--- src/design/oled_page_transpose_framer_defines.svh ---
// Assertion macros shared by the page framer design.
`ifndef OLED_PAGE_TRANSPOSE_FRAMER_DEFINES_SVH
`define OLED_PAGE_TRANSPOSE_FRAMER_DEFINES_SVH

// Check that a condition implies another at the same edge.
`define OPTF_ASSERT_IMPLIES(label, clk, rst, cond, expr, msg) \
  label: assert property (@(posedge clk) disable iff (rst) (cond) |-> (expr)) \
    else $error(msg);

// Check that a condition implies another at the next edge.
`define OPTF_ASSERT_NEXT(label, clk, rst, cond, expr, msg) \
  label: assert property (@(posedge clk) disable iff (rst) (cond) |=> (expr)) \
    else $error(msg);

`endif

--- src/design/optf_pkg.sv ---
// Shared types, constants and header helpers of the page framer.
`timescale 1ns / 1ps
package optf_pkg;

  localparam int COLUMNS_DEFAULT = 128;
  localparam int ROWS_DEFAULT = 64;
  localparam int CMD_DEPTH_DEFAULT = 4;
  localparam int COLUMNS_MAX = 128;
  localparam int WORD_MAX_W = $clog2((COLUMNS_MAX + 7) / 8);

  localparam logic KIND_LOAD = 1'b0;
  localparam logic KIND_PULL = 1'b1;

  localparam logic REG_PANEL_TYPE = 1'b0;
  localparam logic REG_DEVICE_ADDRESS = 1'b1;

  localparam logic [1:0] PANEL_BASIC = 2'd0;
  localparam logic [1:0] PANEL_COLRESET = 2'd1;
  localparam logic [1:0] PANEL_PADDED = 2'd2;

  localparam logic [6:0] DEVICE_ADDRESS_RESET = 7'h3C;
  localparam logic [7:0] CTRL_BYTE = 8'h80;
  localparam logic [7:0] PAGE_BASE = 8'hB0;
  localparam logic [7:0] DATA_PREFIX = 8'h40;
  localparam logic [7:0] COL_LOW = 8'h00;
  localparam logic [7:0] COL_HIGH = 8'h10;
  localparam logic [7:0] PAD_BYTE = 8'h00;

  typedef enum logic [2:0] {
    CMD_LOAD,
    CMD_REFUSE,
    CMD_IDLE,
    CMD_HEADER,
    CMD_COLUMN
  } cmd_kind_t;

  typedef struct packed {
    cmd_kind_t             kind;
    logic [7:0]            data;
    logic                  start;
    logic                  last;
    logic [WORD_MAX_W-1:0] word;
    logic [2:0]            lane;
    logic [7:0]            row_mask;
  } cmd_t;

  typedef struct packed {
    logic [7:0] tx_byte;
    logic       tx_valid;
    logic       tx_start;
    logic       tx_last;
    logic       load_refused;
  } res_t;

  function automatic logic [3:0] header_len(logic [1:0] panel);
    logic [3:0] len;
    case (panel)
      PANEL_COLRESET: len = 4'd8;
      PANEL_PADDED:   len = 4'd10;
      default:        len = 4'd4;
    endcase
    return len;
  endfunction

  function automatic logic [7:0] header_byte(logic [1:0] panel, logic [6:0] addr,
                                             logic [2:0] page, logic [3:0] pos);
    logic       ext;
    logic [7:0] b;
    ext = (panel == PANEL_COLRESET) || (panel == PANEL_PADDED);
    case (pos)
      4'd0:    b = {addr, 1'b0};
      4'd1:    b = CTRL_BYTE;
      4'd2:    b = PAGE_BASE | {5'd0, page};
      4'd3:    b = ext ? CTRL_BYTE : DATA_PREFIX;
      4'd4:    b = COL_LOW;
      4'd5:    b = CTRL_BYTE;
      4'd6:    b = COL_HIGH;
      4'd7:    b = DATA_PREFIX;
      default: b = PAD_BYTE;
    endcase
    return b;
  endfunction

endpackage

--- src/design/optf_cmd_queue.sv ---
// Command queue between the front classifier and the back executor.
`timescale 1ns / 1ps
module optf_cmd_queue #(
  parameter int DEPTH = optf_pkg::CMD_DEPTH_DEFAULT
) (
  input  logic          clk,
  input  logic          rst,
  input  logic          wr_en,
  input  optf_pkg::cmd_t wr_cmd,
  output logic          full,
  input  logic          rd_en,
  output optf_pkg::cmd_t rd_cmd,
  output logic          valid
);

  localparam int PTR_W = (DEPTH > 1) ? $clog2(DEPTH) : 1;
  localparam int CNT_W = $clog2(DEPTH + 1);

  optf_pkg::cmd_t entries [DEPTH];
  logic [PTR_W-1:0] wr_ptr;
  logic [PTR_W-1:0] rd_ptr;
  logic [CNT_W-1:0] count;
  logic             do_wr;
  logic             do_rd;

  assign full = (count == CNT_W'(DEPTH));
  assign valid = (count != '0);
  assign rd_cmd = entries[rd_ptr];
  assign do_wr = wr_en && !full;
  assign do_rd = rd_en && valid;

  always_ff @(posedge clk) begin
    if (do_wr) begin
      entries[wr_ptr] <= wr_cmd;
    end
  end

  always_ff @(posedge clk) begin
    if (rst) begin
      wr_ptr <= '0;
      rd_ptr <= '0;
      count <= '0;
    end else begin
      if (do_wr) begin
        wr_ptr <= (wr_ptr == PTR_W'(DEPTH - 1)) ? '0 : wr_ptr + 1'b1;
      end
      if (do_rd) begin
        rd_ptr <= (rd_ptr == PTR_W'(DEPTH - 1)) ? '0 : rd_ptr + 1'b1;
      end
      if (do_wr && !do_rd) begin
        count <= count + 1'b1;
      end else if (do_rd && !do_wr) begin
        count <= count - 1'b1;
      end
    end
  end

endmodule

--- src/design/optf_front.sv ---
// Front part: accepts items, keeps the row and send counters and the config registers, and classifies.
`timescale 1ns / 1ps
module optf_front #(
  parameter int COLUMNS = optf_pkg::COLUMNS_DEFAULT,
  parameter int ROWS = optf_pkg::ROWS_DEFAULT
) (
  input  logic           clk,
  input  logic           rst,
  input  logic           push,
  input  logic           kind,
  input  logic [7:0]     pixel_byte,
  input  logic           cmd_full,
  output logic           cmd_push,
  output optf_pkg::cmd_t cmd,
  input  logic           cfg_we,
  input  logic           cfg_index,
  input  logic [6:0]     cfg_data
);

  localparam int BPR = (COLUMNS + 7) / 8;
  localparam int WORD_W = (BPR > 1) ? $clog2(BPR) : 1;
  localparam int ROW_W = $clog2(ROWS);

  logic [1:0]       panel_type;
  logic [6:0]       device_address;
  logic [WORD_W-1:0] byte_column;
  logic [WORD_W-1:0] byte_column_next;
  logic [ROW_W-1:0] row_index;
  logic [ROW_W-1:0] row_index_next;
  logic             page_pending;
  logic             page_pending_next;
  logic [7:0]       send_position;
  logic [7:0]       send_position_next;
  logic [2:0]       pending_page;
  logic [2:0]       pending_page_next;

  logic [3:0] hlen;
  logic [7:0] total_m1;
  logic [7:0] pos;
  logic [7:0] col;

  assign cmd_push = push && !cmd_full;

  always_comb begin
    hlen = optf_pkg::header_len(panel_type);
    total_m1 = 8'(COLUMNS) + {4'd0, hlen} - 8'd1;
    pos = (send_position > total_m1) ? total_m1 : send_position;
    col = pos - {4'd0, hlen};

    byte_column_next = byte_column;
    row_index_next = row_index;
    page_pending_next = page_pending;
    send_position_next = send_position;
    pending_page_next = pending_page;

    cmd = '0;
    cmd.kind = optf_pkg::CMD_IDLE;

    if (kind == optf_pkg::KIND_LOAD) begin
      if (page_pending) begin
        cmd.kind = optf_pkg::CMD_REFUSE;
      end else begin
        cmd.kind = optf_pkg::CMD_LOAD;
        cmd.data = pixel_byte;
        cmd.word = optf_pkg::WORD_MAX_W'(byte_column);
        cmd.lane = row_index[2:0];
        if (byte_column == WORD_W'(BPR - 1)) begin
          byte_column_next = '0;
          if ((row_index[2:0] == 3'd7) || (row_index == ROW_W'(ROWS - 1))) begin
            page_pending_next = 1'b1;
            pending_page_next = 3'(row_index >> 3);
            send_position_next = '0;
          end
          row_index_next = (row_index == ROW_W'(ROWS - 1)) ? '0 : row_index + 1'b1;
        end else begin
          byte_column_next = byte_column + 1'b1;
        end
      end
    end else if (page_pending) begin
      if (pos < {4'd0, hlen}) begin
        cmd.kind = optf_pkg::CMD_HEADER;
        cmd.data = optf_pkg::header_byte(panel_type, device_address, pending_page,
                                         pos[3:0]);
        cmd.start = (pos == 8'd0);
      end else begin
        cmd.kind = optf_pkg::CMD_COLUMN;
        cmd.word = optf_pkg::WORD_MAX_W'(col >> 3);
        cmd.lane = col[2:0];
        for (int r = 0; r < 8; r++) begin
          cmd.row_mask[r] = ({1'b0, pending_page, 3'(r)} < 7'(ROWS));
        end
      end
      if (pos == total_m1) begin
        cmd.last = 1'b1;
        page_pending_next = 1'b0;
        send_position_next = '0;
      end else begin
        send_position_next = pos + 8'd1;
      end
    end
  end

  always_ff @(posedge clk) begin
    if (rst) begin
      byte_column <= '0;
      row_index <= '0;
      page_pending <= 1'b0;
      send_position <= '0;
      pending_page <= '0;
    end else if (cmd_push) begin
      byte_column <= byte_column_next;
      row_index <= row_index_next;
      page_pending <= page_pending_next;
      send_position <= send_position_next;
      pending_page <= pending_page_next;
    end
  end

  always_ff @(posedge clk) begin
    if (rst) begin
      panel_type <= optf_pkg::PANEL_BASIC;
      device_address <= optf_pkg::DEVICE_ADDRESS_RESET;
    end else if (cfg_we) begin
      case (cfg_index)
        optf_pkg::REG_PANEL_TYPE:     panel_type <= cfg_data[1:0];
        optf_pkg::REG_DEVICE_ADDRESS: device_address <= cfg_data;
        default: ;
      endcase
    end
  end

endmodule

--- src/design/optf_back.sv ---
// Back part: page store writes and column reads, and the result queue.
`timescale 1ns / 1ps
module optf_back #(
  parameter int COLUMNS = optf_pkg::COLUMNS_DEFAULT
) (
  input  logic           clk,
  input  logic           rst,
  input  logic           q_valid,
  input  optf_pkg::cmd_t q_cmd,
  output logic           q_pop,
  input  logic           pop,
  output logic           empty,
  output optf_pkg::res_t head
);

  localparam int BPR = (COLUMNS + 7) / 8;
  localparam int WORD_W = (BPR > 1) ? $clog2(BPR) : 1;

  logic [63:0]     store [BPR];
  logic [63:0]     rd_data;
  logic            s1_valid;
  optf_pkg::cmd_t  s1_cmd;
  optf_pkg::res_t  res;
  optf_pkg::res_t  outq [2];
  logic            wr_ptr;
  logic            rd_ptr;
  logic [1:0]      count;
  logic            pop_fire;
  logic [2:0]      occ;
  logic [WORD_W-1:0] addr;

  assign pop_fire = pop && !empty;
  assign empty = (count == 2'd0);
  assign head = outq[rd_ptr];
  assign occ = {1'b0, count} + {2'd0, s1_valid} - {2'd0, pop_fire};
  assign q_pop = q_valid && (occ < 3'd2);
  assign addr = q_cmd.word[WORD_W-1:0];

  always_ff @(posedge clk) begin
    if (q_pop && (q_cmd.kind == optf_pkg::CMD_LOAD)) begin
      store[addr][{q_cmd.lane, 3'b000} +: 8] <= q_cmd.data;
    end
    if (q_pop) begin
      rd_data <= store[addr];
      s1_cmd <= q_cmd;
    end
  end

  always_comb begin
    res = '0;
    case (s1_cmd.kind)
      optf_pkg::CMD_REFUSE: res.load_refused = 1'b1;
      optf_pkg::CMD_HEADER: begin
        res.tx_byte = s1_cmd.data;
        res.tx_valid = 1'b1;
        res.tx_start = s1_cmd.start;
        res.tx_last = s1_cmd.last;
      end
      optf_pkg::CMD_COLUMN: begin
        for (int r = 0; r < 8; r++) begin
          res.tx_byte[r] = s1_cmd.row_mask[r] & rd_data[{3'(r), s1_cmd.lane}];
        end
        res.tx_valid = 1'b1;
        res.tx_last = s1_cmd.last;
      end
      default: ;
    endcase
  end

  always_ff @(posedge clk) begin
    if (s1_valid) begin
      outq[wr_ptr] <= res;
    end
  end

  always_ff @(posedge clk) begin
    if (rst) begin
      s1_valid <= 1'b0;
      wr_ptr <= 1'b0;
      rd_ptr <= 1'b0;
      count <= 2'd0;
    end else begin
      s1_valid <= q_pop;
      if (s1_valid) begin
        wr_ptr <= ~wr_ptr;
      end
      if (pop_fire) begin
        rd_ptr <= ~rd_ptr;
      end
      if (s1_valid && !pop_fire) begin
        count <= count + 2'd1;
      end else if (pop_fire && !s1_valid) begin
        count <= count - 2'd1;
      end
    end
  end

endmodule

--- src/design/oled_page_transpose_framer.sv ---
// Top level of the page framer: front, command queue and back.
//
//   channel  | handshake            | payload
//   ---------+----------------------+-----------------------------------------------
//   input    | push / full          | kind, pixel_byte
//   result   | empty / pop          | tx_byte, tx_valid, tx_start, tx_last, load_refused
//   config   | cfg_we               | cfg_index, cfg_data
//
// One item per cycle in and one result per cycle out when both sides keep up.
// An item reaches the result ports through the command queue, then the page store
// read register, then the result queue.
// The page store needs no clearing pass: each page rewrites every row it sends.
// Reset clears counters and queues and sets the config registers to their defaults.
// A stalled result side fills the result and command queues, then raises full.
`timescale 1ns / 1ps
`include "oled_page_transpose_framer_defines.svh"
module oled_page_transpose_framer #(
  parameter int COLUMNS = optf_pkg::COLUMNS_DEFAULT,
  parameter int ROWS = optf_pkg::ROWS_DEFAULT,
  parameter int CMD_DEPTH = optf_pkg::CMD_DEPTH_DEFAULT
) (
  input  logic       clk,
  input  logic       rst,
  input  logic       push,
  output logic       full,
  input  logic       kind,
  input  logic [7:0] pixel_byte,
  output logic       empty,
  input  logic       pop,
  output logic [7:0] tx_byte,
  output logic       tx_valid,
  output logic       tx_start,
  output logic       tx_last,
  output logic       load_refused,
  input  logic       cfg_we,
  input  logic       cfg_index,
  input  logic [6:0] cfg_data
);

  optf_pkg::cmd_t front_cmd;
  optf_pkg::cmd_t back_cmd;
  optf_pkg::res_t head;
  logic           front_push;
  logic           q_valid;
  logic           q_pop;

  optf_front #(
    .COLUMNS(COLUMNS),
    .ROWS(ROWS)
  ) u_front (
    .clk(clk),
    .rst(rst),
    .push(push),
    .kind(kind),
    .pixel_byte(pixel_byte),
    .cmd_full(full),
    .cmd_push(front_push),
    .cmd(front_cmd),
    .cfg_we(cfg_we),
    .cfg_index(cfg_index),
    .cfg_data(cfg_data)
  );

  optf_cmd_queue #(
    .DEPTH(CMD_DEPTH)
  ) u_queue (
    .clk(clk),
    .rst(rst),
    .wr_en(front_push),
    .wr_cmd(front_cmd),
    .full(full),
    .rd_en(q_pop),
    .rd_cmd(back_cmd),
    .valid(q_valid)
  );

  optf_back #(
    .COLUMNS(COLUMNS)
  ) u_back (
    .clk(clk),
    .rst(rst),
    .q_valid(q_valid),
    .q_cmd(back_cmd),
    .q_pop(q_pop),
    .pop(pop),
    .empty(empty),
    .head(head)
  );

  assign tx_byte = head.tx_byte;
  assign tx_valid = head.tx_valid;
  assign tx_start = head.tx_start;
  assign tx_last = head.tx_last;
  assign load_refused = head.load_refused;

  `OPTF_ASSERT_IMPLIES(a_last_valid, clk, rst, !empty && tx_last, tx_valid && !tx_start, "stop on a non-byte or start result")
  `OPTF_ASSERT_IMPLIES(a_refuse_excl, clk, rst, !empty && load_refused, !tx_valid, "refused load carries a transmit byte")
  `OPTF_ASSERT_IMPLIES(a_idle_zero, clk, rst, !empty && !tx_valid, tx_byte == 8'd0 && !tx_start && !tx_last, "non-byte result has nonzero payload")
  `OPTF_ASSERT_NEXT(a_hold_head, clk, rst, !empty && !pop, !empty && $stable(tx_byte) && $stable(load_refused), "waiting result changed")

endmodule
--- config.mk ---
export PLATFORM = sky130hd
export DESIGN_NAME = oled_page_transpose_framer
export DESIGN_NICKNAME = d
export VERILOG_FILES = /design/src/design/optf_pkg.sv /design/src/design/optf_cmd_queue.sv /design/src/design/optf_front.sv /design/src/design/optf_back.sv /design/src/design/oled_page_transpose_framer.sv
export VERILOG_INCLUDE_DIRS = /design/src /design/src/design
export SDC_FILE = /design/constraint.sdc
export NUM_CORES = 1
export LEC_CHECK = 0
export BUFFER_PORTS_ARGS = -buffer_cell sky130_fd_sc_hd__buf_4
export CAP_MARGIN = 20
export CELL_PAD_IN_SITES_DETAIL_PLACEMENT = 1
export CELL_PAD_IN_SITES_GLOBAL_PLACEMENT = 2
export CORE_ASPECT_RATIO = 1.2
export CORE_MARGIN = 4
export CORE_UTILIZATION = 50
export CTS_CLUSTER_DIAMETER = 100
export DETAILED_ROUTE_END_ITERATION = 8
export MAX_ROUTING_LAYER = met4
export PLACE_DENSITY = 0.87
export SLEW_MARGIN = 20
export SYNTH_ARGS = -nofsm -noshare
export SYNTH_HDL_FRONTEND = slang
export SYNTH_SLANG_ARGS = --single-unit
--- constraint.sdc ---
create_clock -name clk -period 5.8 [get_ports clk]
set_input_delay 0.58 -clock clk [delete_from_list [all_inputs] [get_ports clk]]
set_output_delay 0.58 -clock clk [all_outputs]
set_load 0.01 [all_outputs]
* After elaboration in Yosys (flattened, before gate mapping)
Memory sizes are Yosys's and may differ from the RTL's. A register that Yosys moved wholly into a read port is not among the register bits. Index checks and enable logic that the tools add are counted.
Storage, ports and cells: register bits 67, memory bits (writable) 1160, input bits 22, output and inout port bits 14, word-level logic and storage cells 185, memories 3
Operators by class: add/subtract/negate cells 15, $lt $le $gt $ge 11, equality and inequality tests 20, shifts and indexed selects 2, muxes and demuxes 66, bitwise logic cells 13, reductions and logical operators 35
Memory list:
- u_back.store | words 16, bits a word 64, read ports 1, clocked after Yosys merged registers in 1, write ports 1, RTL line optf_back.sv:19 | logic [63:0] store [BPR];
- u_queue.entries | words 4, bits a word 28, read ports 1, clocked after Yosys merged registers in 1, write ports 1, RTL line optf_cmd_queue.sv:19 | optf_pkg::cmd_t entries [DEPTH];
- u_back.outq | words 2, bits a word 12, read ports 1, clocked after Yosys merged registers in 1, write ports 1, RTL line optf_back.sv:24 | optf_pkg::res_t outq [2];
Operator list (count):
- two-way mux 8 bit | 10
- two-way mux 64 bit | 1
- variable shift 8 x 8 -> 64 bit, first input constant | 1
- variable part select 8 x 8 -> 64 bit | 1
- case mux 8 bit (6 select lines) | 1
- less-than comparator 6 x 7 -> 1 bit, second input constant | 4
- two-way mux 28 bit | 1
- two-way mux 1 bit | 26
- binary-select mux 1 bit (select 3 bit) | 8
- case mux 9 bit (2 select lines) | 1
- two-way mux 15 bit | 1
- less-than comparator 5 x 7 -> 1 bit, second input constant | 2
- two-way mux 2 bit | 7
- two-way mux 7 bit | 2
- equality test 4 x 3 -> 1 bit, second input constant | 3
- two-way mux 11 bit | 1
- logical AND 1 bit | 10
- AND reduction 5 bit | 2
- equality test 3 bit, second input constant | 3
- two-way mux 3 bit | 3
- two-way mux 9 bit | 1
- adder 8 x 1 -> 8 bit, second input constant | 1
- adder 8 x 4 -> 8 bit, first input constant | 1
- bitwise AND 1 bit | 8
- other kinds (43) | 63

* Logic depth before layout (Yosys ltp)
depth in word-level cells 12, gate-level depth with buffers 18, gate-level depth less buffers 16

* By module
Synthesis repeated with hierarchy kept, for this count alone.
Unflattened totals: cells, all modules 2570, area, all modules 50945.1 µm²
Modules (own cells, without submodules):
- optf_back | times used 1, cells an instance 2079, area an instance 44103.5 µm², sequential area each 34232.8 µm²
- optf_cmd_queue | times used 1, cells an instance 196, area an instance 4543.1 µm², sequential area each 3543.4 µm²
- optf_front | times used 1, cells an instance 295, area an instance 2298.5 µm², sequential area each 620.6 µm²

* Worst setup path before layout
No wires, ideal clock.
kind reg2reg, start point register u_front.panel_type[0], end point memory u_queue.entries[0][11] in the netlist's numbering, data pin, arrival time 3899 ps, required time 5599 ps, setup slack 1700 ps, stages on the path, launching flop included 19, clock period less this slack 4100 ps, cells stage by stage dfxtp_1 -> inv_1 -> ha_1 -> buf_2 -> inv_1 -> ha_1 -> and3_1 -> a2111o_1 -> and2_1 -> clkbuf_1 -> a21oi_1 -> inv_1 -> ha_1 -> nand2_1 -> a31oi_1 -> nand2_1 -> o2111ai_1 -> nand3_1 -> o21ai_0
RTL lines:
- start, declared | RTL line optf_front.sv:24 | logic [1:0] panel_type;
- start signal, assigned | RTL line optf_front.sv:121 | panel_type <= optf_pkg::PANEL_BASIC;
- start signal, assigned | RTL line optf_front.sv:125 | optf_pkg::REG_PANEL_TYPE: panel_type <= cfg_data[1:0];
- end, declared | RTL line optf_cmd_queue.sv:19

* Worst setup path after layout
start point register u_back.count[0], end point memory u_back.store[10][22] (enable)
Between the ends: word-level cells in the longest chain between the ends 9, elaborated cells between the ends (all ways) 10
Ends and longest elaborated chain:
- start, declared | RTL line optf_back.sv:27 | logic [1:0] count;
- start signal, assigned | RTL line optf_back.sv:91 | count <= count + 2'd1;
- start signal, assigned | RTL line optf_back.sv:93 | count <= count - 2'd1;
- branches (longest 3 deep; another with adder 2 x 1 -> 3 bit)
- subtractor 3 x 1 -> 3 bit * | RTL line optf_back.sv:35 | assign occ = {1'b0, count} + {2'd0, s1_valid} - {2'd0, pop_fire};
- less-than comparator 3 x 2 -> 1 bit * | RTL line optf_back.sv:36 | assign q_pop = q_valid && (occ < 3'd2);
- logical AND 1 bit * | RTL line optf_back.sv:36
- logical AND 1 bit * | RTL line optf_back.sv:40 | if (q_pop && (q_cmd.kind == optf_pkg::CMD_LOAD)) begin
- two-way mux 1 bit * | RTL line optf_back.sv:40
- two-way mux 64 bit (implied by the code) * | RTL line optf_back.sv:41 | store[addr][{q_cmd.lane, 3'b000} +: 8] <= q_cmd.data;
- end, declared | RTL line optf_back.sv:19
Every way passes the cells marked *.

==> flow_metrics.env <==
export IMPL_status="complete, no violations"
export IMPL_synth_cell_types=61
export IMPL_finalMaxSlewViolations=0
export IMPL_pwr_share_seq_pct=44.3
export IMPL_powerDensity_nw_per_um2=461
export IMPL_setup_viol=0
export IMPL_via_per_inst=6.28
export IMPL_min_to="u_front.panel_type[0]"
export IMPL_drive_above_1_share_pct=27.9
export IMPL_hold_buffers=0
export IMPL_die_h_um=352
export IMPL_post_cts_setup_buffers=0
export IMPL_cts_root_buf="clkbuf_16"
export IMPL_p_leak_nw=17.6
export IMPL_initial_core_util_pct=50.3
export IMPL_drt_wirelength_per_cell_um=31.6
export IMPL_cts_sinks=1254
export IMPL_worstPathMaxFanout=16
export IMPL_use_met3_pct=4.19
export IMPL_drt_first_iter_violations=2756
export IMPL_grt_pass1_vias=25700
export IMPL_synthFlopType="edfxtp_1"
export IMPL_total_power_mw=25.4
export IMPL_finalNonFillerCells=3868
export IMPL_finish_net_count=2532
export IMPL_drt_wl_total_um=122000
export IMPL_required_ns=6.11
export IMPL_reg2reg_slack_ns=0.31
export IMPL_synthCells=2378
export IMPL_port_buffer_count=35
export IMPL_cts_repair_resized=0
export IMPL_vias=24300
export IMPL_clk_latency_ns=0.70
export IMPL_drc=0
export IMPL_grt_overflow=0
export IMPL_r2r_start="u_back.count[0]"
export IMPL_grt_max_degree=119
export IMPL_period_share_pct=94.6
export IMPL_rr_worst_depth=10
export IMPL_hp_start="cfg_data[0]"
export IMPL_tns_ns=0
export IMPL_rows=126
export IMPL_cts_tree="done"
export IMPL_antenna_found_initial=4
export IMPL_slew_headroom_pct=18.8
export IMPL_async_flop_share_pct=0
export IMPL_grtUsageMet2_pct=40.5
export IMPL_drt_pass1_iterations=5
export IMPL_min_path_cells=3
export IMPL_netlist_area_sq_um=49400
export IMPL_io_pin_count=36
export IMPL_cts_max_level=3
export IMPL_nFillCells=8348
export IMPL_worst_pin_slew_ns=1.21
export IMPL_clock_power_share_pct=30.0
export IMPL_ys_warn_count=0
export IMPL_ys_seq_elements=1254
export IMPL_grt_first_pass_wirelength_um=180000
export IMPL_p_sw_share_pct=29.3
export IMPL_grt_use_met1_pct=31.5
export IMPL_crit_arrival_ns=5.80
export IMPL_cts_path_max_buffers=3
export IMPL_rsz0062_at_grt="false"
export IMPL_ir_drop_uv=375
export IMPL_p_int_mw=18.0
export IMPL_hold_class="input port to flop"
export IMPL_busiest_layer="met2"
export IMPL_area_growth_pct=11.7
export IMPL_synth_avg_cell_area_sq_um=20.8
export IMPL_synth_edff_count=1208
export IMPL_critPathCaptureType="flop"
export IMPL_grt_total_usage_pct=24.6
export IMPL_ys_seq_area_share_pct=75.3
export IMPL_die_x_um=295
export IMPL_drv_cap=0
export IMPL_dp_cells=3644
export IMPL_dp_hpwl_um=77300
export IMPL_finClkSkew_ns=0.0212
export IMPL_coreArea_sq_um=98200
export IMPL_p_sw_mw=7.47
export IMPL_cts_made_buffers=114
export IMPL_synth_nets=2428
export IMPL_critical_path_class="flop to flop"
export IMPL_finalHoldViolations=0
export IMPL_die_area_sq_um=104000
export IMPL_clkTransAtPathRegs_ns=0.06
export IMPL_final_antenna_net_count=0
export IMPL_gp_congestion=0.855
export IMPL_worst_r2r_endpoint="u_back.store[10][22]"
export IMPL_pwr_share_comb_pct=25.7
export IMPL_startpoint_type="flop"
export IMPL_fmax_mhz=182
export IMPL_fin_util_pct=56.2
export IMPL_finalCriticalPeriod_ns=5.49
==> power groups by stage <==
stage | Sequential, mW | Combinational [mW] | Clock, mW
finish | 11.3 | 6.53 | 7.64
global route | 11.3 | 6.89 | 8.18
CTS | 11.3 | 6.48 | 7.74
detailed placement | 11.5 | 6.41 | 0
global placement | 11.4 | 6.15 | 0
floorplan | 11.3 | 4.32 | 0
==> metrics by stage <==
step,setup slack (ns),instance area [sq um],hold slack [ns]
finish,0.313,55200,0.123
CTS,0.332,55000,0.0925
floorplan,1.70,49400,0.434
global route,0.0488,55200,0.126
global placement,0.497,51100,0.447
detailed placement,0.318,51100,0.448
==> synthesized netlist by cell type (all sizes together), types with 6 or more instances <==
cell       n  share of area (%)
a21oi     35               0.35
and2      10               0.13
and3       7              0.089
buf       47               0.82
clkbuf    69               0.52
dfxtp     46                1.9
edfxtp  1208                 73
ha        25               0.63
inv       35               0.27
mux2      23               0.52
mux2i     23               0.47
mux4     347                 16
nand2     71               0.54
nand2b     7              0.089
nand3     29               0.29
nand4      6              0.076
nor2     243                1.8
nor2b      7              0.089
nor3      11               0.11
o21ai     41               0.42
xnor2      8               0.14
xor2      16               0.28
==> cell families after synthesis <==
kind of cell / share of synthesized area (%)
flops: 75.3
simple gates: 3.54
mux: 16.8
buf+inv: 1.61
compound gates: 1.48
fa+ha+maj: 0.755
xor+xnor: 0.426
==> per-layer routing <==
metal	part of all wire [%]	up-vias	wire (um)
met5	0	-	0
met4	3.5	0	4260
met3	7.2	226	8760
met2	52	1161	64000
met1	37	13000	45400
li1	-	9946	-
==> state kept, by name (all words and copies together), names as in the netlist, 2 cells and up, named ones only <==
signal	flops
u_back.store	1024
u_back.outq	24
u_front.send_position	8
u_front.row_index	6
u_front.pending_page	3
u_queue.entries	80
u_back.rd_data	64
u_queue.count	3
u_back.count	2
u_front.byte_column	4
u_queue.wr_ptr	2
u_front.panel_type	2
u_back.s1_cmd	16
u_queue.rd_ptr	2
u_front.device_address	7
==> cell type report <==
type	instances	area, sq um	share of cell area [%]
Antenna cell	6	15.0	0.0272
Clock buffer	145	3010	5.46
Sequential cell	1254	37200	67.4
Clock inverter	71	807	1.46
Tap cell	1280	1600	2.90
Multi-Input combinational cell	972	11600	21.0
Inverter	36	138	0.250
Timing Repair Buffer	104	813	1.47
==> placed cells by master (no fill, tap or decap), types with 33 or more instances in the layout <==
cell,n
nor2_2,59
edfxtp_1,1208
dfxtp_1,46
mux4_2,342
o21ai_0,33
clkbuf_16,114
inv_1,34
nor2_1,183
buf_4,102
nand2_1,71
a21oi_1,35
==> how the worst max path moves through the flow <==
stage | start | endpoint | slack [ns] | cells after the start
after CTS | u_back.count[0] | u_back.store[10][22] | 0.33 | 10
final | u_back.count[0] | u_back.store[10][22] | 0.31 | 10
after floorplan | u_front.panel_type[0] | u_queue.entries[0][11] | 1.70 | 18
after global placement | pop | u_back.store[10][17] | 0.50 | 11
after global routing | u_front.panel_type[0] | u_queue.entries[2][8] | 0.05 | 16
after detailed placement | pop | u_back.store[10][17] | 0.32 | 11
==> worst max-delay path, stage by stage, from the launching register on <==
cell	delay (ns)
dfxtp_1	0.36
o21ai_0	0.37
ha_1	0.34
nand2b_1	0.19
fa_1	0.42
xnor2_1	0.20
o311ai_2	0.29
nor4_2	0.92
buf_4	0.31
nand4_1	0.70
nor2_1	0.98
(Power assumes the default switching activity.)
